### src/sv/kpmh_pkg.sv
// Shared constants, types and codes for the k-partition MinHash signature block.
package kpmh_pkg;

  localparam int NUM_PARTITIONS = 64;
  localparam int VOCAB_SIZE     = 50257;

  localparam int TOK_W      = 16;
  localparam int HASH_W     = 30;
  localparam int PART_W     = 6;
  localparam int PROD_W     = TOK_W + HASH_W;
  localparam int CFG_IDX_W  = 4;
  localparam int IN_DATA_W  = 16;
  localparam int OUT_DATA_W = 24;

  localparam longint HASH_PRIME_L = 998244353;
  localparam longint HASH_RANGE_L = (HASH_PRIME_L / NUM_PARTITIONS) * NUM_PARTITIONS;
  localparam longint PART_WIDTH_L = HASH_RANGE_L / NUM_PARTITIONS;

  localparam logic [HASH_W-1:0] HASH_PRIME = HASH_W'(HASH_PRIME_L);
  localparam logic [HASH_W-1:0] HASH_RANGE = HASH_W'(HASH_RANGE_L);
  localparam logic [HASH_W-1:0] PART_WIDTH = HASH_W'(PART_WIDTH_L);

  // 2^HASH_W mod prime, used to fold the high bits back down
  localparam logic [PROD_W-1:0] FOLD_C = PROD_W'((longint'(1) << HASH_W) % HASH_PRIME_L);
  localparam int NUM_FOLDS = 6;

  // partition = v / PART_WIDTH via reciprocal, estimate is low by at most one
  localparam int     RECIP_SH = HASH_W + 6;
  localparam longint RECIP_L  = (longint'(1) << RECIP_SH) / PART_WIDTH_L;
  localparam int     RECIP_W  = $clog2(RECIP_L + 1);
  localparam int     REC_W    = HASH_W + RECIP_W;
  localparam int     Q_W      = PART_W + 1;
  localparam logic [RECIP_W-1:0] RECIP = RECIP_W'(RECIP_L);

  localparam int NUM_STAGES = NUM_FOLDS + 6;

  localparam logic [HASH_W-1:0] SENTINEL  = '1;
  localparam logic [TOK_W-1:0]  EMPTY_TOK = TOK_W'(VOCAB_SIZE);
  localparam logic [PART_W-1:0] LAST_PART = PART_W'(NUM_PARTITIONS - 1);

  localparam int FIFO_DEPTH = 4;
  localparam int FIFO_AW    = $clog2(FIFO_DEPTH);

  localparam logic [CFG_IDX_W-1:0] REG_HASH_MULT = CFG_IDX_W'(0);
  localparam logic [CFG_IDX_W-1:0] REG_HASH_ADD  = CFG_IDX_W'(1);

  typedef struct packed {
    logic [HASH_W-1:0] mult;
    logic [HASH_W-1:0] add;
  } kpmh_cfg_t;

  typedef struct packed {
    logic              last;
    logic [TOK_W-1:0]  tok;
    logic [PART_W-1:0] part;
    logic [HASH_W-1:0] hash;
  } kpmh_item_t;

  typedef struct packed {
    logic              last;
    logic [TOK_W-1:0]  tok;
    logic [PART_W-1:0] part;
  } kpmh_res_t;

endpackage

### src/sv/kpmh_front.sv
// Front end: hash pipeline computing the reduced hash and partition of each token.
module kpmh_front (
  input  logic                          clk,
  input  logic                          rst_n,
  input  kpmh_pkg::kpmh_cfg_t           cfg,
  input  logic                          in_vld,
  output logic                          in_rdy,
  input  logic [kpmh_pkg::TOK_W-1:0]    in_tok,
  input  logic                          in_last,
  output logic                          push_vld,
  input  logic                          push_rdy,
  output kpmh_pkg::kpmh_item_t          push_item
);

  localparam int NS   = kpmh_pkg::NUM_STAGES;
  localparam int NF   = kpmh_pkg::NUM_FOLDS;
  localparam int HW   = kpmh_pkg::HASH_W;
  localparam int PW   = kpmh_pkg::PROD_W;
  localparam int SA   = NF + 1;
  localparam int SB   = NF + 2;
  localparam int SC   = NF + 3;
  localparam int SD   = NF + 4;
  localparam int SE   = NF + 5;

  logic                       vld_r  [NS];
  logic [kpmh_pkg::TOK_W-1:0] tok_r  [NS];
  logic                       last_r [NS];

  logic [PW-1:0]              fold_r   [NF+1];
  logic [PW-1:0]              fold_nxt [NF+1];
  logic [HW-1:0]              h_r, h_nxt;
  logic [HW-1:0]              vb_r, vb_nxt;
  logic [HW-1:0]              vc_r, vd_r, ve_r;
  logic [kpmh_pkg::REC_W-1:0] rec_r, rec_nxt;
  logic [kpmh_pkg::Q_W-1:0]   q_r, q_nxt;
  logic [HW-1:0]              qpw_r, qpw_nxt;
  logic [kpmh_pkg::PART_W-1:0] part_r, part_nxt;

  logic                       en;
  logic [HW:0]                red;
  logic [HW-1:0]              rem;
  logic [kpmh_pkg::Q_W-1:0]   qfix;

  assign en     = !vld_r[NS-1] || push_rdy;
  assign in_rdy = en;

  always_comb begin
    fold_nxt[0] = PW'(in_tok) * PW'(cfg.mult) + PW'(cfg.add);
    for (int i = 1; i <= NF; i++) begin
      fold_nxt[i] = fold_r[i-1][PW-1:HW] * kpmh_pkg::FOLD_C + PW'(fold_r[i-1][HW-1:0]);
    end
    red   = fold_r[NF][HW:0];
    h_nxt = (red >= {1'b0, kpmh_pkg::HASH_PRIME}) ?
            HW'(red - {1'b0, kpmh_pkg::HASH_PRIME}) : red[HW-1:0];
    vb_nxt  = (h_r >= kpmh_pkg::HASH_RANGE) ? h_r - kpmh_pkg::HASH_RANGE : h_r;
    rec_nxt = kpmh_pkg::REC_W'(vb_r) * kpmh_pkg::REC_W'(kpmh_pkg::RECIP);
    q_nxt   = rec_r[kpmh_pkg::RECIP_SH + kpmh_pkg::Q_W - 1:kpmh_pkg::RECIP_SH];
    qpw_nxt = HW'(q_nxt * kpmh_pkg::PART_WIDTH);
    rem     = vd_r - qpw_r;
    qfix    = (rem >= kpmh_pkg::PART_WIDTH) ? q_r + kpmh_pkg::Q_W'(1) : q_r;
    part_nxt = (qfix >= kpmh_pkg::Q_W'(kpmh_pkg::NUM_PARTITIONS)) ?
               kpmh_pkg::LAST_PART : qfix[kpmh_pkg::PART_W-1:0];
  end

  always_ff @(posedge clk) begin
    if (!rst_n) begin
      for (int s = 0; s < NS; s++) begin
        vld_r[s] <= 1'b0;
      end
    end else if (en) begin
      vld_r[0] <= in_vld;
      for (int s = 1; s < NS; s++) begin
        vld_r[s] <= vld_r[s-1];
      end
    end
    if (en) begin
      tok_r[0]  <= in_tok;
      last_r[0] <= in_last;
      for (int s = 1; s < NS; s++) begin
        tok_r[s]  <= tok_r[s-1];
        last_r[s] <= last_r[s-1];
      end
      for (int i = 0; i <= NF; i++) begin
        fold_r[i] <= fold_nxt[i];
      end
      h_r    <= h_nxt;
      vb_r   <= vb_nxt;
      vc_r   <= vb_r;
      rec_r  <= rec_nxt;
      vd_r   <= vc_r;
      q_r    <= q_nxt;
      qpw_r  <= qpw_nxt;
      ve_r   <= vd_r;
      part_r <= part_nxt;
    end
  end

  assign push_vld       = vld_r[SE];
  assign push_item.last = last_r[SE];
  assign push_item.tok  = tok_r[SE];
  assign push_item.part = part_r;
  assign push_item.hash = ve_r;

  // stage map: 0 product, 1..NF folds, SA prime, SB range, SC recip, SD q, SE part
  logic unused_idx;
  assign unused_idx = (SA < SB) && (SC < SD);

endmodule

### config.mk
export PLATFORM = sky130hd
export DESIGN_NAME = kpmh_front
export DESIGN_NICKNAME = d
export VERILOG_FILES = /design/src/sv/kpmh_pkg.sv /design/src/sv/kpmh_front.sv
export SDC_FILE = /design/constraint.sdc
export NUM_CORES = 2
export LEC_CHECK = 0
export ABC_AREA = 1
export BUFFER_PORTS_ARGS = -buffer_cell sky130_fd_sc_hd__buf_2
export CORE_ASPECT_RATIO = 1.25
export CORE_MARGIN = 4
export CORE_UTILIZATION = 60
export CTS_CLUSTER_DIAMETER = 30
export DETAILED_ROUTE_END_ITERATION = 7
export GPL_TIMING_DRIVEN = 1
export PLACE_DENSITY_LB_ADDON = 0.2
export SLEW_MARGIN = 20
export SYNTH_ARGS = -nofsm -noshare
export SYNTH_HDL_FRONTEND = slang
export SYNTH_SLANG_ARGS = --single-unit
### constraint.sdc
create_clock -name clk -period 48.5 [get_ports clk]
set_clock_uncertainty 0.2 [all_clocks]
set_input_delay 14.55 -clock clk [delete_from_list [all_inputs] [get_ports clk]]
set_output_delay 14.55 -clock clk [all_outputs]
set_load 0.005 [all_outputs]
==> results_dict.tcl <==
set metrics [dict create \
    outcome "completed" \
    hold_end "tok_r[0][22]$_DFFE_PN_" \
    synthXorXnorAreaFrac_pct 2.79 \
    die_h_um 417 \
    synth_warnings 0 \
    syn_nets 10700 \
    relSlewSlack_pct 31.5 \
    cts-root-buf "clkbuf_16" \
    syn_to_final_growth_pct 8.96 \
    cts_sinks 666 \
    cts_setup_buffers 0 \
    synth-seq-cells 666 \
    r2r-start "fold_r[1][31]$_DFFE_PN_" \
    drv_cap 0 \
    reg2reg_slack_ps 40920 \
    finalCritPeriodShare_pct 61.7 \
    yosys_most_used_dff "edfxtp_1" \
    grt_antenna_before_repair 1 \
    place.port_buffers 135 \
    syn_avg_cell_area_um2 9.37 \
    synth_cells 8567 \
    drt_wl_total_um 187000 \
    layout_commonest_cell "inv_1" \
    grt_max_degree 157 \
    grt_pass1_wl_um 308000 \
    ctsHoldBuffers 0 \
    cts.reportedPaths.clkPinSlew_ps 50 \
    drt_pass1_iterations 8 \
    syn-cell-area_um2 80200 \
    fmaxAchievable_mhz 33.4 \
    min_from "tok_r[0][6]$_DFFE_PN_" \
    synth_fa_ha_area_share_pct 43.4 \
    layout-drive-gt1-share_pct 5.19 \
    finalSetupTns_ps 0 \
    required_ps 33750 \
    crit_fanout 5 \
    hold_depth 0 \
    arrival_ps 15180 \
    worstSkewPairLatency_ps 770 \
    die_w_um 335 \
    setup_violations 0 \
    cts_buffer_depth 3 \
    drtAntennaViolNets 0 \
    final_cell_mix "inv_1, nand2_1, fa_1, ha_1, edfxtp_1" \
    cts_resized 0 \
    stdcell_count 10600 \
    use_met1_pct 34.7 \
    endpoint_kind "output port" \
    grt.busiest_layer "met2" \
    met2_usage_pct 49.6 \
    core_region_area_um2 132000 \
    vias 56000 \
    routed_via_density 5.29 \
    fin_hold_ws_ps 192 \
    reg2reg_to "fold_r[2][26]$_DFFE_PN_" \
    overflow 0 \
    cts.htree.levels 4 \
    drv_slew 0 \
    num_io_pins 136 \
    synth_edf_count 665 \
    finalNetCount 10900 \
    r2r_cells 19 \
    cts_tree "built" \
    use_met3_pct 3.81 \
    yosys.area_share.simple_pct 11.1 \
    place_inst 10300 \
    rsz0062_at_grt "false" \
    finalCriticalPeriod_ps 29930 \
    crit_type "input port to output port" \
    first_iter_violations 3035 \
    initial_utilization_pct 60.6 \
    fin_util_pct 66.0 \
    worstMarginPinSlew_ps 1020 \
    grt_pass1_vias 60000 \
    dieArea_um2 140000 \
    cts_buffers 133 \
    fillers 10800 \
    wl_per_cell_um 17.7 \
    dpl.hpwl_um 154000 \
    synth_mux_area_share_pct 0 \
    synthArstFlopShare_pct 0 \
    hold_violations 0 \
    yosys.cell_types.count 58 \
    hp-class "flip-flop to flip-flop" \
    critPathLaunchType "input port" \
    row_count 149 \
    synth_compound_area_share_pct 5.44 \
    yosysSeqAreaShare_pct 24.9 \
    synth_top_family_by_area "adder cells" \
    globalplace.congestion 0.945 \
    grtUsageTotal_pct 28.0 \
    drc_errors 0 \
]
## registers in the layout (all words and copies together) (netlist names)
signal	flops
vld_r	12
part_r	6
rec_r	9
h_r	30
qpw_r	12
last_r	12
ve_r	30
vd_r	30
vb_r	30
tok_r	192
vc_r	28
q_r	7
fold_r	268
## final cells by class
class	count	area (µm²)	area share, %
multi-input combinational	5297	50400	57.7
sequential	666	20000	22.9
inverter	2472	9280	10.6
clock buffer	143	3370	3.85
tap	1736	2170	2.48
clock inverter	103	1400	1.60
timing repair buffer	151	808	0.925
antenna	4	10.0	0.0114
## per-stage QoR
step                instance area [µm²]  worst slack, ps
floorplan                         80200             5330
global placement                  82700            18540
detailed placement                82700            18550
CTS                               87400            18550
global route                      87400            18550
finish                            87400            18570
## routing by layer
metal	vias up	share of wire, %	wire length, µm
li1	26600	-	-
met1	27400	40	75800
met2	1471	51	94500
met3	468	4.9	9080
met4	0	4.1	7750
met5	-	0	0
## synthesized netlist by cell type (4+ instances only)
library cell / number / area share, %
nand3_1: 169 / 1.1
a211oi_1: 6 / 0.056
o31ai_1: 4 / 0.037
o21a_1: 28 / 0.26
inv_1: 2460 / 12
and2_1: 4 / 0.031
a21o_1: 42 / 0.39
nor2_1: 458 / 2.1
o21ai_0: 205 / 1.3
fa_1: 1148 / 29
o21ai_1: 22 / 0.14
o21bai_1: 34 / 0.32
ha_1: 948 / 15
nor4_1: 17 / 0.13
inv_2: 12 / 0.056
xor2_1: 185 / 2.0
edfxtp_1: 665 / 25
a21boi_0: 19 / 0.18
a31oi_1: 34 / 0.27
nand3b_1: 8 / 0.075
or2_2: 23 / 0.18
nand2_1: 1331 / 6.2
o211ai_1: 13 / 0.12
and3_1: 7 / 0.055
nand3_2: 12 / 0.15
buf_4: 17 / 0.16
a21oi_1: 344 / 2.1
nand4_1: 56 / 0.44
nand2_2: 7 / 0.055
xnor2_1: 71 / 0.77
clkbuf_1: 109 / 0.51
nor3_1: 66 / 0.41
## worst max-delay path by stage
stage / slack [ps] / from / end / cells past startpoint
2_1_floorplan: 5330 / push_rdy / in_rdy / 2
3_3_place_gp: 18540 / push_rdy / in_rdy / 4
3_5_place_dp: 18550 / push_rdy / in_rdy / 4
4_1_cts: 18550 / push_rdy / in_rdy / 4
5_1_grt: 18550 / push_rdy / in_rdy / 4
6_report: 18570 / push_rdy / in_rdy / 4
## critical path: stages
cell	delay, ps
buf_2	100
inv_1	100
nand2_4	180
buf_2	220
## logic make-up (layout without fill, tap and decap cells)
group / count (synthesis) / after routing
AOI/OAI and AO/OA: 772 / 772
xor gates and xnor gates: 256 / 256
adders and majority gates: 2096 / 2096
buffers and inverters: 2604 / 2869
DFF: 666 / 666
other: 0 / 4
and+or+nand+nor: 2173 / 2173
Power is not shown: default switching activity piles up to over one toggle a cycle in this logic, so the estimate is an artifact.
