File: config.mk
export PLATFORM = sky130hd
export DESIGN_NAME = kpmh_back
export DESIGN_NICKNAME = d
export VERILOG_FILES = /design/src/sv/kpmh_pkg.sv /design/src/sv/kpmh_ram.sv /design/src/sv/kpmh_back.sv
export SDC_FILE = /design/constraint.sdc
export NUM_CORES = 2
export LEC_CHECK = 0
export BUFFER_PORTS_ARGS = -buffer_cell sky130_fd_sc_hd__buf_2
export CAP_MARGIN = 20
export CORE_MARGIN = 3
export CORE_UTILIZATION = 50
export CTS_CLUSTER_SIZE = 14
export DETAILED_ROUTE_END_ITERATION = 6
export GPL_TIMING_DRIVEN = 1
export PLACE_DENSITY = 0.7
export SYNTH_ARGS = -nofsm -noshare
export SYNTH_HDL_FRONTEND = slang
export SYNTH_SLANG_ARGS = --single-unit
File: constraint.sdc
create_clock -name clk -period 23.4 [get_ports clk]
set_input_delay 5.85 -clock clk [delete_from_list [all_inputs] [get_ports clk]]
set_output_delay 5.85 -clock clk [all_outputs]
set_load 0.05 [all_outputs]
File: src/sv/kpmh_pkg.sv
// Shared constants, types and codes for the k-partition MinHash signature block.
package kpmh_pkg;

  localparam int NUM_PARTITIONS = 64;
  localparam int VOCAB_SIZE     = 50257;

  localparam int TOK_W      = 16;
  localparam int HASH_W     = 30;
  localparam int PART_W     = 6;
  localparam int PROD_W     = TOK_W + HASH_W;
  localparam int CFG_IDX_W  = 4;
  localparam int IN_DATA_W  = 16;
  localparam int OUT_DATA_W = 24;

  localparam longint HASH_PRIME_L = 998244353;
  localparam longint HASH_RANGE_L = (HASH_PRIME_L / NUM_PARTITIONS) * NUM_PARTITIONS;
  localparam longint PART_WIDTH_L = HASH_RANGE_L / NUM_PARTITIONS;

  localparam logic [HASH_W-1:0] HASH_PRIME = HASH_W'(HASH_PRIME_L);
  localparam logic [HASH_W-1:0] HASH_RANGE = HASH_W'(HASH_RANGE_L);
  localparam logic [HASH_W-1:0] PART_WIDTH = HASH_W'(PART_WIDTH_L);

  // 2^HASH_W mod prime, used to fold the high bits back down
  localparam logic [PROD_W-1:0] FOLD_C = PROD_W'((longint'(1) << HASH_W) % HASH_PRIME_L);
  localparam int NUM_FOLDS = 6;

  // partition = v / PART_WIDTH via reciprocal, estimate is low by at most one
  localparam int     RECIP_SH = HASH_W + 6;
  localparam longint RECIP_L  = (longint'(1) << RECIP_SH) / PART_WIDTH_L;
  localparam int     RECIP_W  = $clog2(RECIP_L + 1);
  localparam int     REC_W    = HASH_W + RECIP_W;
  localparam int     Q_W      = PART_W + 1;
  localparam logic [RECIP_W-1:0] RECIP = RECIP_W'(RECIP_L);

  localparam int NUM_STAGES = NUM_FOLDS + 6;

  localparam logic [HASH_W-1:0] SENTINEL  = '1;
  localparam logic [TOK_W-1:0]  EMPTY_TOK = TOK_W'(VOCAB_SIZE);
  localparam logic [PART_W-1:0] LAST_PART = PART_W'(NUM_PARTITIONS - 1);

  localparam int FIFO_DEPTH = 4;
  localparam int FIFO_AW    = $clog2(FIFO_DEPTH);

  localparam logic [CFG_IDX_W-1:0] REG_HASH_MULT = CFG_IDX_W'(0);
  localparam logic [CFG_IDX_W-1:0] REG_HASH_ADD  = CFG_IDX_W'(1);

  typedef struct packed {
    logic [HASH_W-1:0] mult;
    logic [HASH_W-1:0] add;
  } kpmh_cfg_t;

  typedef struct packed {
    logic              last;
    logic [TOK_W-1:0]  tok;
    logic [PART_W-1:0] part;
    logic [HASH_W-1:0] hash;
  } kpmh_item_t;

  typedef struct packed {
    logic              last;
    logic [TOK_W-1:0]  tok;
    logic [PART_W-1:0] part;
  } kpmh_res_t;

endpackage

File: src/sv/kpmh_ram.sv
// Generic single-write, single-read RAM with registered read data.
module kpmh_ram #(
  parameter int WIDTH = 8,
  parameter int DEPTH = 16
) (
  input  logic                     clk,
  input  logic                     we,
  input  logic [$clog2(DEPTH)-1:0] waddr,
  input  logic [WIDTH-1:0]         wdata,
  input  logic [$clog2(DEPTH)-1:0] raddr,
  output logic [WIDTH-1:0]         rdata
);

  logic [WIDTH-1:0] mem_r [DEPTH];
  logic [WIDTH-1:0] rdata_r;

  always_ff @(posedge clk) begin
    if (we) begin
      mem_r[waddr] <= wdata;
    end
    rdata_r <= mem_r[raddr];
  end

  assign rdata = rdata_r;

endmodule

File: src/sv/kpmh_back.sv
// Back end: per-partition minimum tables, update with bypass, signature readout.
module kpmh_back (
  input  logic                 clk,
  input  logic                 rst_n,
  input  logic                 item_vld,
  output logic                 item_pop,
  input  kpmh_pkg::kpmh_item_t item,
  output logic                 res_vld,
  input  logic                 res_rdy,
  output kpmh_pkg::kpmh_res_t  res
);

  localparam int HW = kpmh_pkg::HASH_W;
  localparam int TW = kpmh_pkg::TOK_W;
  localparam int NP = kpmh_pkg::NUM_PARTITIONS;
  localparam int AW = kpmh_pkg::PART_W;

  typedef enum logic [1:0] {ST_RUN, ST_EMIT_RD, ST_EMIT_WAIT} st_t;

  st_t                  state_r, state_nxt;
  logic [NP-1:0]        valid_r, valid_nxt;
  logic                 b_vld_r, b_vld_nxt;
  kpmh_pkg::kpmh_item_t b_r;
  logic                 wr_vld_r, wr_vld_nxt;
  logic [AW-1:0]        wr_addr_r;
  logic [HW+TW-1:0]     wr_data_r;
  logic [AW-1:0]        e_r, e_nxt;
  logic                 out_vld_r, out_vld_nxt;
  kpmh_pkg::kpmh_res_t  out_r, out_nxt;

  logic                 we;
  logic [AW-1:0]        raddr;
  logic [HW+TW-1:0]     wdata, rdata, cur;
  logic                 slot_free;

  kpmh_ram #(.WIDTH(HW + TW), .DEPTH(NP)) u_tbl (
    .clk   (clk),
    .we    (we),
    .waddr (b_r.part),
    .wdata (wdata),
    .raddr (raddr),
    .rdata (rdata)
  );

  assign slot_free = !out_vld_r || res_rdy;
  assign item_pop  = (state_r == ST_RUN) && item_vld && !(b_vld_r && b_r.last);
  assign raddr     = (state_r == ST_RUN) ? item.part : e_r;
  assign wdata     = {b_r.hash, b_r.tok};

  always_comb begin
    if (wr_vld_r && (wr_addr_r == b_r.part)) begin
      cur = wr_data_r;
    end else if (valid_r[b_r.part]) begin
      cur = rdata;
    end else begin
      cur = {kpmh_pkg::SENTINEL, kpmh_pkg::EMPTY_TOK};
    end
    we = (state_r == ST_RUN) && b_vld_r && (b_r.hash < cur[HW+TW-1:TW]);

    state_nxt   = state_r;
    valid_nxt   = valid_r;
    b_vld_nxt   = item_pop;
    wr_vld_nxt  = we;
    e_nxt       = e_r;
    out_vld_nxt = out_vld_r && !res_rdy;
    out_nxt     = out_r;

    if (we) begin
      valid_nxt[b_r.part] = 1'b1;
    end

    case (state_r)
      ST_RUN: begin
        if (b_vld_r && b_r.last) begin
          state_nxt = ST_EMIT_RD;
          e_nxt     = '0;
        end
      end
      ST_EMIT_RD: begin
        state_nxt = ST_EMIT_WAIT;
      end
      ST_EMIT_WAIT: begin
        if (slot_free) begin
          out_vld_nxt  = 1'b1;
          out_nxt.part = e_r;
          out_nxt.tok  = valid_r[e_r] ? rdata[TW-1:0] : kpmh_pkg::EMPTY_TOK;
          out_nxt.last = (e_r == kpmh_pkg::LAST_PART);
          if (e_r == kpmh_pkg::LAST_PART) begin
            state_nxt = ST_RUN;
            valid_nxt = '0;
          end else begin
            e_nxt     = e_r + AW'(1);
            state_nxt = ST_EMIT_RD;
          end
        end
      end
      default: begin
        state_nxt = ST_RUN;
      end
    endcase
  end

  always_ff @(posedge clk) begin
    if (!rst_n) begin
      state_r   <= ST_RUN;
      valid_r   <= '0;
      b_vld_r   <= 1'b0;
      wr_vld_r  <= 1'b0;
      e_r       <= '0;
      out_vld_r <= 1'b0;
    end else begin
      state_r   <= state_nxt;
      valid_r   <= valid_nxt;
      b_vld_r   <= b_vld_nxt;
      wr_vld_r  <= wr_vld_nxt;
      e_r       <= e_nxt;
      out_vld_r <= out_vld_nxt;
    end
    if (item_pop) begin
      b_r <= item;
    end
    wr_addr_r <= b_r.part;
    wr_data_r <= wdata;
    out_r     <= out_nxt;
  end

  assign res_vld = out_vld_r;
  assign res     = out_r;

endmodule

==> flow_metrics.tcl <==
set metrics [dict create \
    critPathMaxFanout 17 \
    grt_pass1_vias 60325 \
    hold_viol_final 0 \
    drv_cap 0 \
    arrival_ns 6.68 \
    die-height_um 495 \
    num_vias 60745 \
    postRouteAntennaNets 0 \
    critPathLaunchType "primary input" \
    area_growth_pct 13.1 \
    drv_slew 0 \
    htreeDepth 5 \
    cts_tree "done" \
    max_stage_delay_ns 0.39 \
    ys.flop_type "edfxtp_1" \
    core_area_um2 237000 \
    synth_nets 5432 \
    vias_per_cell 6.70 \
    post_cts_buffers 0 \
    vdd_drop_max_mv 0.0588 \
    ios 82 \
    grt_usage_pct 26.1 \
    finalSetupViolCount 0 \
    grt_pass1_wl_um 451000 \
    antenna_found_initial 17 \
    layout_setup_ws_ns 10.87 \
    fin_nets 5748 \
    numCtsBuffers 330 \
    start_util_pct 50.6 \
    syn_area_um2 120000 \
    drc 0 \
    dr.pass1.iters 6 \
    clk-insertion-delay-late_ns 0.96 \
    routedWlPerCell_um 35.3 \
    min_path_type "register to register" \
    min_period_ns 12.53 \
    worst_pin_slew_ns 1.16 \
    path_cells "buf_2, and3_4, buf_2" \
    die_area_um2 245000 \
    hold_ws_ns 0.462 \
    die_w_um 495 \
    gp_congestion 0.786 \
    cts-hold-fix-buffers 0 \
    slew_headroom_pct 22.4 \
    clk_pin_slew_ns 0.06 \
    crit_slowest_cell "and3_4" \
    async_reset_ff_share_pct 0 \
    synth_cell_types 58 \
    rows 178 \
    postPlaceCellArea_um2 125000 \
    wl_um 320000 \
    grt_overflow 0 \
    ys_warn_count 0 \
    critPathKind "primary input to output pin" \
    p_leak_uw 0.0422 \
    design_area_um2 135000 \
    rsz0062_at_grt "no" \
    cp.required_ns 17.55 \
    synth_seq_cells 3177 \
    fillers 16908 \
    p_per_area_nw_per_um2 89.2 \
    fin_skew_ns 0.0820 \
    place_hpwl_um 158000 \
    cts_root_buffer "clkbuf_16" \
    synth-edff-count 3020 \
    initialDrtViolationCount 9611 \
    tns_ns 0 \
    crit_top_cell "buf_2" \
    avgSynthCellArea_um2 22.4 \
    clock_path_buffers 4 \
    grt_max_degree 136 \
    cts_resized 0 \
    timing.final.crit_share_pct 53.6 \
    seq_area_frac_synth_pct 78.5 \
    clock.fmax_mhz 79.8 \
    clock_sinks 3177 \
    critPathCaptureType "output pin" \
    portBuffers 81 \
    pre_cts_slack_ns 10.83 \
    drive_gt1_share_pct 27.5 \
    synth_cells 5345 \
    power.total_uw 12100 \
    status "completed" \
]
[layout by cell type (no fill, tap or decap), types with 19 or more instances in the layout]
master and n:
bufinv_16 22, clkinv_2 64, nand2_1 85, buf_2 81, a21oi_1 149, or4_1 47, dfxtp_1 157, o21ai_0 67
edfxtp_1 3020, clkbuf_8 27, nor2_1 19, o22ai_1 30, mux4_2 759, clkinv_1 42, a22oi_1 372, buf_4 218
clkbuf_1 77, a21boi_0 47, nor4_2 64, clkbuf_16 336, ha_1 30
[final timing paths]
check        slack, ns                     endpoint  cells after the start              startpoint
max              10.87                     item_pop                      3                item_vld
min               0.46       valid_r[22]$_SDFF_PN0_                      2  valid_r[22]$_SDFF_PN0_
max reg2reg      15.37  u_tbl.mem_r[7][2]$_DFFE_PP_                     18       b_r[31]$_DFFE_PP_
min reg2reg       0.46       valid_r[22]$_SDFF_PN0_                      2  valid_r[22]$_SDFF_PN0_
[state kept, by name, summed over array words and instances (netlist names)]
name,flops
state_r,2
valid_r,64
u_tbl.rdata,46
u_tbl.mem_r,2944
b_r,53
res,23
res_vld,1
b_vld_r,1
wr_vld_r,1
e_r,6
wr_data_r,30
wr_addr_r,6
[per-layer routing]
layer,track usage (%),vias to the layer above,routed length (um)
met2,39.5,4283,148000
met4,9.36,2,12400
met3,6.41,744,39300
met5,0,-,13
li1,-,23570,-
met1,37.5,32146,121000
[through the flow]
step | std cells | utilization, %
after floorplan | 5345 | -
after global placement | 8479 | 52.8
after detailed placement | 8479 | 52.8
after CTS | 9065 | 57.2
after global routing | 9066 | 57.2
final | 9069 | 57.2
[kinds of logic after synthesis]
logic type / Yosys count / share of synthesized area (%)
buffers and inverters: 330 / 1.22
AO/OA/AOI/OAI: 713 / 4.01
adder cells (fa/ha/maj): 30 / 0.314
AND/OR/NAND/NOR: 302 / 1.42
flip-flops: 3177 / 78.5
XOR/XNOR: 11 / 0.0806
multiplexers: 782 / 14.5
[synth_stat cells (5+ instances only)]
master | n | area share, %
o21ai_1 | 5 | 0.021
a21oi_1 | 150 | 0.63
buf_1 | 31 | 0.097
edfxtp_1 | 3020 | 76
mux4_2 | 759 | 14
mux2i_1 | 14 | 0.12
nand3_1 | 10 | 0.042
a22oi_1 | 372 | 2.3
o22ai_1 | 30 | 0.16
a221oi_1 | 7 | 0.051
inv_1 | 7 | 0.022
a31oi_1 | 6 | 0.031
a21boi_0 | 47 | 0.30
or4_1 | 48 | 0.30
nand2_1 | 85 | 0.27
ha_1 | 30 | 0.31
o21ai_0 | 69 | 0.29
dfxtp_1 | 157 | 2.6
nand4_1 | 18 | 0.094
nor2_1 | 21 | 0.066
clkbuf_1 | 194 | 0.61
buf_4 | 27 | 0.17
mux2_2 | 9 | 0.085
buf_2 | 67 | 0.28
and2_1 | 17 | 0.089
xor2_1 | 7 | 0.051
nor4_1 | 66 | 0.35
nand2b_1 | 14 | 0.073
[final cells by class]
cell class	count	area [um2]	share of cell area [%]
Tap cell	3150	3940	2.91
Clock buffer	440	9070	6.71
Clock inverter	146	1330	0.984
Antenna cell	4	10.0	0.00740
Multi-Input combinational cell	1838	24800	18.4
Timing Repair Buffer	307	2200	1.63
Sequential cell	3177	93800	69.4
Inverter	7	26.3	0.0194
[where the power goes]
group	leakage [uW]	internal (uW)	switching (uW)
logic	0.00857	259	429
clock network	0.00513	2960	2110
registers	0.0285	6290	22.6
total	0.0422	9510	2560
[critical path: cells and delay by family]
kind                   cells  cell delay (ns)
AND/OR/NAND/NOR            1             0.39
buffers and inverters      2             0.42
Note: power is estimated with default switching activity, not from simulation.
