$ cat src/sv/kpmh_pkg.sv
// Shared constants, types and codes for the k-partition MinHash signature block.
package kpmh_pkg;

  localparam int NUM_PARTITIONS = 64;
  localparam int VOCAB_SIZE     = 50257;

  localparam int TOK_W      = 16;
  localparam int HASH_W     = 30;
  localparam int PART_W     = 6;
  localparam int PROD_W     = TOK_W + HASH_W;
  localparam int CFG_IDX_W  = 4;
  localparam int IN_DATA_W  = 16;
  localparam int OUT_DATA_W = 24;

  localparam longint HASH_PRIME_L = 998244353;
  localparam longint HASH_RANGE_L = (HASH_PRIME_L / NUM_PARTITIONS) * NUM_PARTITIONS;
  localparam longint PART_WIDTH_L = HASH_RANGE_L / NUM_PARTITIONS;

  localparam logic [HASH_W-1:0] HASH_PRIME = HASH_W'(HASH_PRIME_L);
  localparam logic [HASH_W-1:0] HASH_RANGE = HASH_W'(HASH_RANGE_L);
  localparam logic [HASH_W-1:0] PART_WIDTH = HASH_W'(PART_WIDTH_L);

  // 2^HASH_W mod prime, used to fold the high bits back down
  localparam logic [PROD_W-1:0] FOLD_C = PROD_W'((longint'(1) << HASH_W) % HASH_PRIME_L);
  localparam int NUM_FOLDS = 6;

  // partition = v / PART_WIDTH via reciprocal, estimate is low by at most one
  localparam int     RECIP_SH = HASH_W + 6;
  localparam longint RECIP_L  = (longint'(1) << RECIP_SH) / PART_WIDTH_L;
  localparam int     RECIP_W  = $clog2(RECIP_L + 1);
  localparam int     REC_W    = HASH_W + RECIP_W;
  localparam int     Q_W      = PART_W + 1;
  localparam logic [RECIP_W-1:0] RECIP = RECIP_W'(RECIP_L);

  localparam int NUM_STAGES = NUM_FOLDS + 6;

  localparam logic [HASH_W-1:0] SENTINEL  = '1;
  localparam logic [TOK_W-1:0]  EMPTY_TOK = TOK_W'(VOCAB_SIZE);
  localparam logic [PART_W-1:0] LAST_PART = PART_W'(NUM_PARTITIONS - 1);

  localparam int FIFO_DEPTH = 4;
  localparam int FIFO_AW    = $clog2(FIFO_DEPTH);

  localparam logic [CFG_IDX_W-1:0] REG_HASH_MULT = CFG_IDX_W'(0);
  localparam logic [CFG_IDX_W-1:0] REG_HASH_ADD  = CFG_IDX_W'(1);

  typedef struct packed {
    logic [HASH_W-1:0] mult;
    logic [HASH_W-1:0] add;
  } kpmh_cfg_t;

  typedef struct packed {
    logic              last;
    logic [TOK_W-1:0]  tok;
    logic [PART_W-1:0] part;
    logic [HASH_W-1:0] hash;
  } kpmh_item_t;

  typedef struct packed {
    logic              last;
    logic [TOK_W-1:0]  tok;
    logic [PART_W-1:0] part;
  } kpmh_res_t;

endpackage

$ cat src/sv/kpmh_fifo.sv
// Short queue between the hash front end and the table back end.
module kpmh_fifo (
  input  logic                 clk,
  input  logic                 rst_n,
  input  logic                 push_vld,
  output logic                 push_rdy,
  input  kpmh_pkg::kpmh_item_t push_item,
  output logic                 pop_vld,
  input  logic                 pop,
  output kpmh_pkg::kpmh_item_t pop_item
);

  localparam int AW = kpmh_pkg::FIFO_AW;

  kpmh_pkg::kpmh_item_t mem_r [kpmh_pkg::FIFO_DEPTH];
  logic [AW-1:0] wp_r, wp_nxt;
  logic [AW-1:0] rp_r, rp_nxt;
  logic [AW:0]   cnt_r, cnt_nxt;
  logic          do_push, do_pop;

  assign push_rdy = cnt_r != (AW+1)'(kpmh_pkg::FIFO_DEPTH);
  assign pop_vld  = cnt_r != '0;
  assign pop_item = mem_r[rp_r];
  assign do_push  = push_vld && push_rdy;
  assign do_pop   = pop && pop_vld;

  always_comb begin
    wp_nxt  = do_push ? wp_r + AW'(1) : wp_r;
    rp_nxt  = do_pop ? rp_r + AW'(1) : rp_r;
    cnt_nxt = cnt_r + (AW+1)'(do_push) - (AW+1)'(do_pop);
  end

  always_ff @(posedge clk) begin
    if (!rst_n) begin
      wp_r  <= '0;
      rp_r  <= '0;
      cnt_r <= '0;
    end else begin
      wp_r  <= wp_nxt;
      rp_r  <= rp_nxt;
      cnt_r <= cnt_nxt;
    end
    if (do_push) begin
      mem_r[wp_r] <= push_item;
    end
  end

endmodule

$ cat config.mk
export PLATFORM = sky130hd
export DESIGN_NAME = kpmh_fifo
export DESIGN_NICKNAME = d
export VERILOG_FILES = /design/src/sv/kpmh_pkg.sv /design/src/sv/kpmh_fifo.sv
export SDC_FILE = /design/constraint.sdc
export NUM_CORES = 1
export LEC_CHECK = 0
export BUFFER_PORTS_ARGS = -buffer_cell sky130_fd_sc_hd__clkbuf_2
export CORE_UTILIZATION = 36
export DETAILED_ROUTE_END_ITERATION = 6
export GPL_ROUTABILITY_DRIVEN = 0
export PLACE_DENSITY = 0.63
export SYNTH_ARGS = -nofsm -noshare
export SYNTH_HDL_FRONTEND = slang
export SYNTH_SLANG_ARGS = --single-unit
$ cat constraint.sdc
create_clock -name clk -period 5.4 [get_ports clk]
set_input_delay 0 -clock clk [delete_from_list [all_inputs] [get_ports clk]]
set_output_delay 0 -clock clk [all_outputs]
set_load 0.01 [all_outputs]
==> impl_metrics.json, run 1 <==
{
  "dieWidth_um": 153,
  "powerDensity_mw_per_mm2": 460,
  "cp_data_arrival_time_ns": 2.60,
  "run_status": "finished, violations left",
  "tightestPinTransition_ns": 0.860,
  "finClkSkew_ns": 0.0139,
  "clockBufferDepth": 3,
  "power_switching_share_pct": 25.4,
  "global_route.overflow_total": 0,
  "timing.hold.worst_endpoint": "mem_r[2][47]",
  "worst_r2r_startpoint": "cnt_r[1]",
  "relSlewSlack_pct": 42.7,
  "critPathKind": "reg -> out",
  "worstSetupStartpointType": "register",
  "endpoint_kind": "output port",
  "postPlaceCellArea_mm2": 0.00897,
  "min_path_type": "in -> reg",
  "worst_ep_required_time_ns": 5.40,
  "tritoncts_num_sinks": 221,
  "drt_first_iter_violations": 135,
  "report.final.hold_viol_count": 0,
  "min_delay_path_depth": 2,
  "failing_checks": "DRC",
  "std_cell_rows": 54,
  "critPathBufInv": 2,
  "worstReg2RegEnd": "cnt_r[2]",
  "synth_sequential_area_ratio_pct": 80.0,
  "drt_pre_antenna_iters": 7,
  "post_drt_via_cell_ratio": 4.79,
  "port-buffer-count": 111,
  "syn-cell-area_mm2": 0.00818,
  "post-synth-top-area-fraction_pct": 77.8,
  "die-area_mm2": 0.0233,
  "post-cts-setup-buffer-count": 0,
  "worst_path_dominant_cell_family": "flip-flops",
  "dr_total_vias": 3841,
  "design_area_mm2": 0.0103,
  "worst_path_largest_cell_delay_ns": 0.73,
  "track_usage_pct": 13.0,
  "die_y_um": 153,
  "nNetsFinal": 570,
  "rrSetupSlack_ns": 2.94,
  "p_comb_share_pct": 19.5,
  "hold_path.startpoint": "push_item[47]",
  "post_synth_num_cell_types": 21,
  "layout_worst_path_cycle_share_pct": 48.2,
  "global_route_wire_length_before_repair_um": 23100,
  "number_of_h_tree_levels": 1,
  "cts_repair_resize_count": 0,
  "min_period_ns": 2.60,
  "start_util_pct": 37.2,
  "design.portCount": 112,
  "synthDominantAreaCellType": "edfxtp_1",
  "synth_warnings": 0,
  "post-place-ws_ns": 2.95,
  "cts.hold.buffers_added": 57,
  "cts-root-buf": "clkbuf_16",
  "avgSynthCellArea_um2": 25.2,
  "cts_inserted_buffers": 23,
  "share_clk_of_total_power_pct": 33.8,
  "cellInternalPower_mw": 3.53,
  "critical_path_cell_count": 3,
  "route.antenna.remaining_nets": 0,
  "mappedNetlistNets": 389,
  "drt-total-wl_um": 14600,
  "timing.setup.tns_ns": 0,
  "irDropWorstVdd_uv": 239,
  "clk_latency_ns": 0.50,
  "clk_pin_slew_worst_paths_ns": 0.06,
  "tritoncts": "yes",
  "slew_viol_final": 0,
  "drc_errors": 2,
  "post_synthesis_instance_total": 325,
  "sequential_power_share_pct": 46.7,
  "floorplan.core_area_mm2": 0.0220,
  "timing.reg2reg.worst_path_depth": 11,
  "critical_path.cell_chain": "buf_4 > mux4_1 > clkbuf_2",
  "setup_viol": 0,
  "cp_slowest_cell": "dfxtp_4",
  "ys_seq_elements": 221,
  "top_achievable_clock_speed_mhz": 384,
  "antenna_cells": 0,
  "power.static_leakage_nw": 3.52,
  "finalWorstSetupSlack_ns": 2.80,
  "via_count_of_the_first_global_routing_pass": 4158,
  "drv.max_cap_violation_count": 0,
  "dp.final_hpwl_um": 8010,
  "rsz0062_at_grt": "false",
  "post_route_cells_drive_above_1_share_pct": 39.1,
  "yosys-top-cells-area": "edfxtp_1 (78%), mux4_2 (14%), dfxtp_1 (2.2%)",
  "area.growth.synth_to_final_pct": 26.0,
  "grt_antenna_before_repair": 0,
  "worst-path-max-fanout": 27,
  "grt_max_degree": 54,
  "avgRoutedWirePerCell_um": 18.3,
  "net-switching-power_mw": 1.20
}
## metal layers
metal / track usage, % / share of wire, % / vias up
met3: 2.79 / 5.5 / 23
met1: 16.8 / 43 / 1972
li1: - / - / 1739
met5: 0 / 0 / -
met4: 4.28 / 2.0 / 0
met2: 21.8 / 50 / 107
## power groups by stage
stage	clock, mW	combinational (mW)	sequential, mW
5_1_grt	1.71	1.00	2.24
3_3_place_gp	0	0.898	2.24
3_5_place_dp	0	0.911	2.26
6_report	1.60	0.924	2.21
2_1_floorplan	0	0.714	2.16
4_1_cts	1.64	0.950	2.22
## state kept, by name (all words and copies together), names as in the netlist, named ones only
name	flops
rp_r	2
cnt_r	3
mem_r	212
wp_r	2
## layout by cell type, fill, tap and decap left out, types with 4 or more instances in the layout
master and count:
bufinv_16 4, clkinv_1 4, xnor2_1 4, and2_4 4
ha_1 6, mux4_2 50, nand2_1 5, clkinv_2 4
dlygate4sd3_1 57, clkbuf_2 111, edfxtp_1 212, clkbuf_16 23
dfxtp_1 7, inv_1 5
## cell usage after synthesis
library cell  number
buf_2              5
o31a_1             1
buf_6              1
mux2i_1            2
mux4_1             3
clkbuf_1           2
inv_1              5
and2_1             7
o311ai_1           1
buf_12             5
nor2b_1            3
nand2_1            5
mux4_2            50
a21boi_2           1
dfxtp_1            9
ha_1               6
nor2_1             1
xnor2_1            4
fa_1               1
edfxtp_1         212
or3_1              1
## logic make-up after synthesis
| kind of cell | synth area share [%] |
|---|---|
| flops | 80.0 |
| mux | 15.0 |
| buf+inv | 1.99 |
| simple gates | 1.12 |
| fa+ha+maj | 1.16 |
| xor+xnor | 0.428 |
| compound gates | 0.352 |
## per-stage QoR
step           cells  power, mW  utilization (%)  hold WS [ns]
2_1_floorplan    325       2.87                -        0.0989
3_3_place_gp     704       3.14             40.7         0.212
3_5_place_dp     704       3.17             40.7         0.219
4_1_cts          802       4.81             46.8         0.237
5_1_grt          802       4.95             46.8         0.257
6_report         802       4.74             46.8         0.259
## cell type report
class | count | area [µm²]
clock buffer | 25 | 583
clock inverter | 16 | 186
fill | 1856 | 11700
inverter | 5 | 18.8
multi-input combinational | 86 | 1490
sequential | 221 | 6550
tap | 280 | 350
timing repair buffer | 169 | 1130
## worst max path at each step
stage,to,startpoint,slack (ns)
floorplan,mem_r[0][0],cnt_r[1],2.90
global placement,cnt_r[2],cnt_r[1],3.07
detailed placement,cnt_r[2],cnt_r[1],2.95
CTS,pop_item[51],register,2.67
global route,pop_item[51],register,2.57
finish,pop_item[51],register,2.80
(Power assumes the default switching activity.)
==> inputs of run 2 (changes only) <==
==> constraint.sdc (replaced) <==
create_clock -name clk -period 2.5 [get_ports clk]
set_input_delay 0 -clock clk [delete_from_list [all_inputs] [get_ports clk]]
set_output_delay 0 -clock clk [all_outputs]
set_load 0.01 [all_outputs]
==> impl_metrics.json, run 2 (synthesis results as in run 1) <==
{
  "run_status": "finished, violations left",
  "failing_checks": "DRC",
  "avgRoutedWirePerCell_um": 18.5,
  "clk_latency_ns": 0.50,
  "powerDensity_mw_per_mm2": 976,
  "min_period_ns": 2.27,
  "cts-root-buf": "clkbuf_16",
  "min_path_type": "in -> reg",
  "final.fill_count": 1854,
  "cp_slowest_cell": "dfxtp_1",
  "cellInternalPower_mw": 7.55,
  "grt_antenna_before_repair": 0,
  "share_clk_of_total_power_pct": 32.3,
  "design.portCount": 112,
  "power.static_leakage_nw": 3.55,
  "via_count_of_the_first_global_routing_pass": 4375,
  "cp_data_arrival_time_ns": 2.66,
  "timing.setup.tns_ns": 0,
  "drt-total-wl_um": 14900,
  "endpoint_kind": "register",
  "dieWidth_um": 153,
  "power_switching_share_pct": 25.5,
  "worstSetupStartpointType": "register",
  "floorplan.core_area_mm2": 0.0220,
  "die_y_um": 153,
  "total_power_mw": 10.1,
  "number_of_h_tree_levels": 1,
  "track_usage_pct": 13.2,
  "relSlewSlack_pct": 44.8,
  "cp_common_cell": "inv_1",
  "drt_pre_antenna_iters": 7,
  "mostFrequentLayoutCell": "edfxtp_1",
  "fin_worst_hold_slack_ns": 0.251,
  "worst-path-max-fanout": 6,
  "dp.final_hpwl_um": 8620,
  "post_route_cells_drive_above_1_share_pct": 38.6,
  "std_cell_rows": 54,
  "slew_viol_final": 0,
  "clk_pin_slew_worst_paths_ns": 0.06,
  "dpl.cell_count": 710,
  "drt_first_iter_violations": 159,
  "report.final.hold_viol_count": 0,
  "dr_total_vias": 3881,
  "irDropWorstVdd_uv": 451,
  "area.growth.synth_to_final_pct": 26.8,
  "register_containing_the_most_flip_flops_in_the_final_layout": "mem_r",
  "top_achievable_clock_speed_mhz": 440,
  "postLayoutCoreUtil_pct": 47.1,
  "port-buffer-count": 111,
  "net-switching-power_mw": 2.58,
  "clockBufferDepth": 3,
  "antenna_cells": 0,
  "grt_max_degree": 54,
  "route.antenna.remaining_nets": 0,
  "critPathBufInv": 3,
  "die-area_mm2": 0.0233,
  "largest_register_ffs": 212,
  "critical_path.cell_chain": "nor2_1 > a21boi_2 > inv_1 > ha_1 > inv_1 > ha_1 > inv_1 > fa_1 > xnor2_1 > xnor2_1 > and2_1",
  "worst_ep_required_time_ns": 2.89,
  "nNetsFinal": 576,
  "drc_errors": 9,
  "start_util_pct": 37.2,
  "cts_inserted_buffers": 24,
  "post_drt_via_cell_ratio": 4.80,
  "final-instance-count-excl-fill": 808,
  "global_route_wire_length_before_repair_um": 23700,
  "worst_path_dominant_cell_family": "adder cells",
  "drv.max_cap_violation_count": 0,
  "tightestPinTransition_ns": 0.827,
  "layout_worst_path_cycle_share_pct": 90.8,
  "tritoncts_num_sinks": 221,
  "setup_viol": 0,
  "worst_path_largest_cell_delay_ns": 0.47,
  "reg_top3": "mem_r (212), cnt_r (3)",
  "global_route.overflow_total": 0,
  "critPathKind": "reg -> reg",
  "p_comb_share_pct": 21.5,
  "sequential_power_share_pct": 46.1,
  "rsz0062_at_grt": "false",
  "post-cts-setup-buffer-count": 0,
  "most-common-layout-cells": "edfxtp_1 (212), clkbuf_2 (111), dlygate4sd3_1 (56)",
  "tritoncts": "yes",
  "finClkSkew_ns": 0.00790
}
==> run 2: cell types whose count changed in the layout (fill, tap and decap cells not counted) <==
cell           change
buf_12             +5
buf_4              +1
bufinv_16          -3
clkbuf_1           +8
clkbuf_16          +2
clkbuf_8           +1
clkinv_1           -1
clkinv_2           -4
clkinv_4           -1
clkinvlp_4         -2
dlygate4sd3_1      -1
inv_8              +1
==> run 2: what timing repair did <==
item / CTS / global route
endpoints found under the hold margin: 221 / 0
hold buffers: 56 / 0
gates resized for setup: 0 / 0
==> run 2: power groups by stage <==
stage / sequential (mW) / clock (mW) / combinational (mW)
finish: 4.67 / 3.27 / 2.18
global route: 4.71 / 3.51 / 2.38
global placement: 4.72 / 0 / 2.13
floorplan: 4.66 / 0 / 1.54
CTS: 4.68 / 3.40 / 2.25
detailed placement: 4.76 / 0 / 2.17
==> run 2: path summary, 6_finish.rpt <==
check               start           to  slack [ns]  depth (start not counted)
max              cnt_r[1]     cnt_r[2]        0.23                         11
min          push_item[5]  mem_r[3][5]        0.25                          2
max reg2reg      cnt_r[1]     cnt_r[2]        0.23                         11
min reg2reg       wp_r[1]      wp_r[1]        0.50                          2
==> run 2: layout make-up <==
class,instances,area [µm²],share of cell area [%]
clock buffers,36,677,6.52
flip-flops and latches,221,6550,63.2
clock inverters,6,60.1,0.579
repair buffers,174,1230,11.9
inverters,5,18.8,0.181
multi-input cells,86,1490,14.3
well taps,280,350,3.38
==> run 2: through the flow <==
stage / instance area, µm² / setup WS [ns]
floorplan: 8180 / 0.0000184
global placement: 9080 / 0.363
detailed placement: 9080 / 0.212
CTS: 10400 / 0.206
global route: 10400 / 0.0862
finish: 10400 / 0.230
==> run 2: per-layer routing <==
| metal | vias up | track usage, % | share of wire, % | wire length (µm) |
|---|---|---|---|---|
| li1 | 1751 | - | - | - |
| met1 | 2011 | 16.6 | 42 | 6320 |
| met2 | 96 | 23.0 | 51 | 7590 |
| met3 | 23 | 2.53 | 5.0 | 739 |
| met4 | 0 | 4.38 | 1.9 | 280 |
| met5 | - | 0 | 0 | 0 |
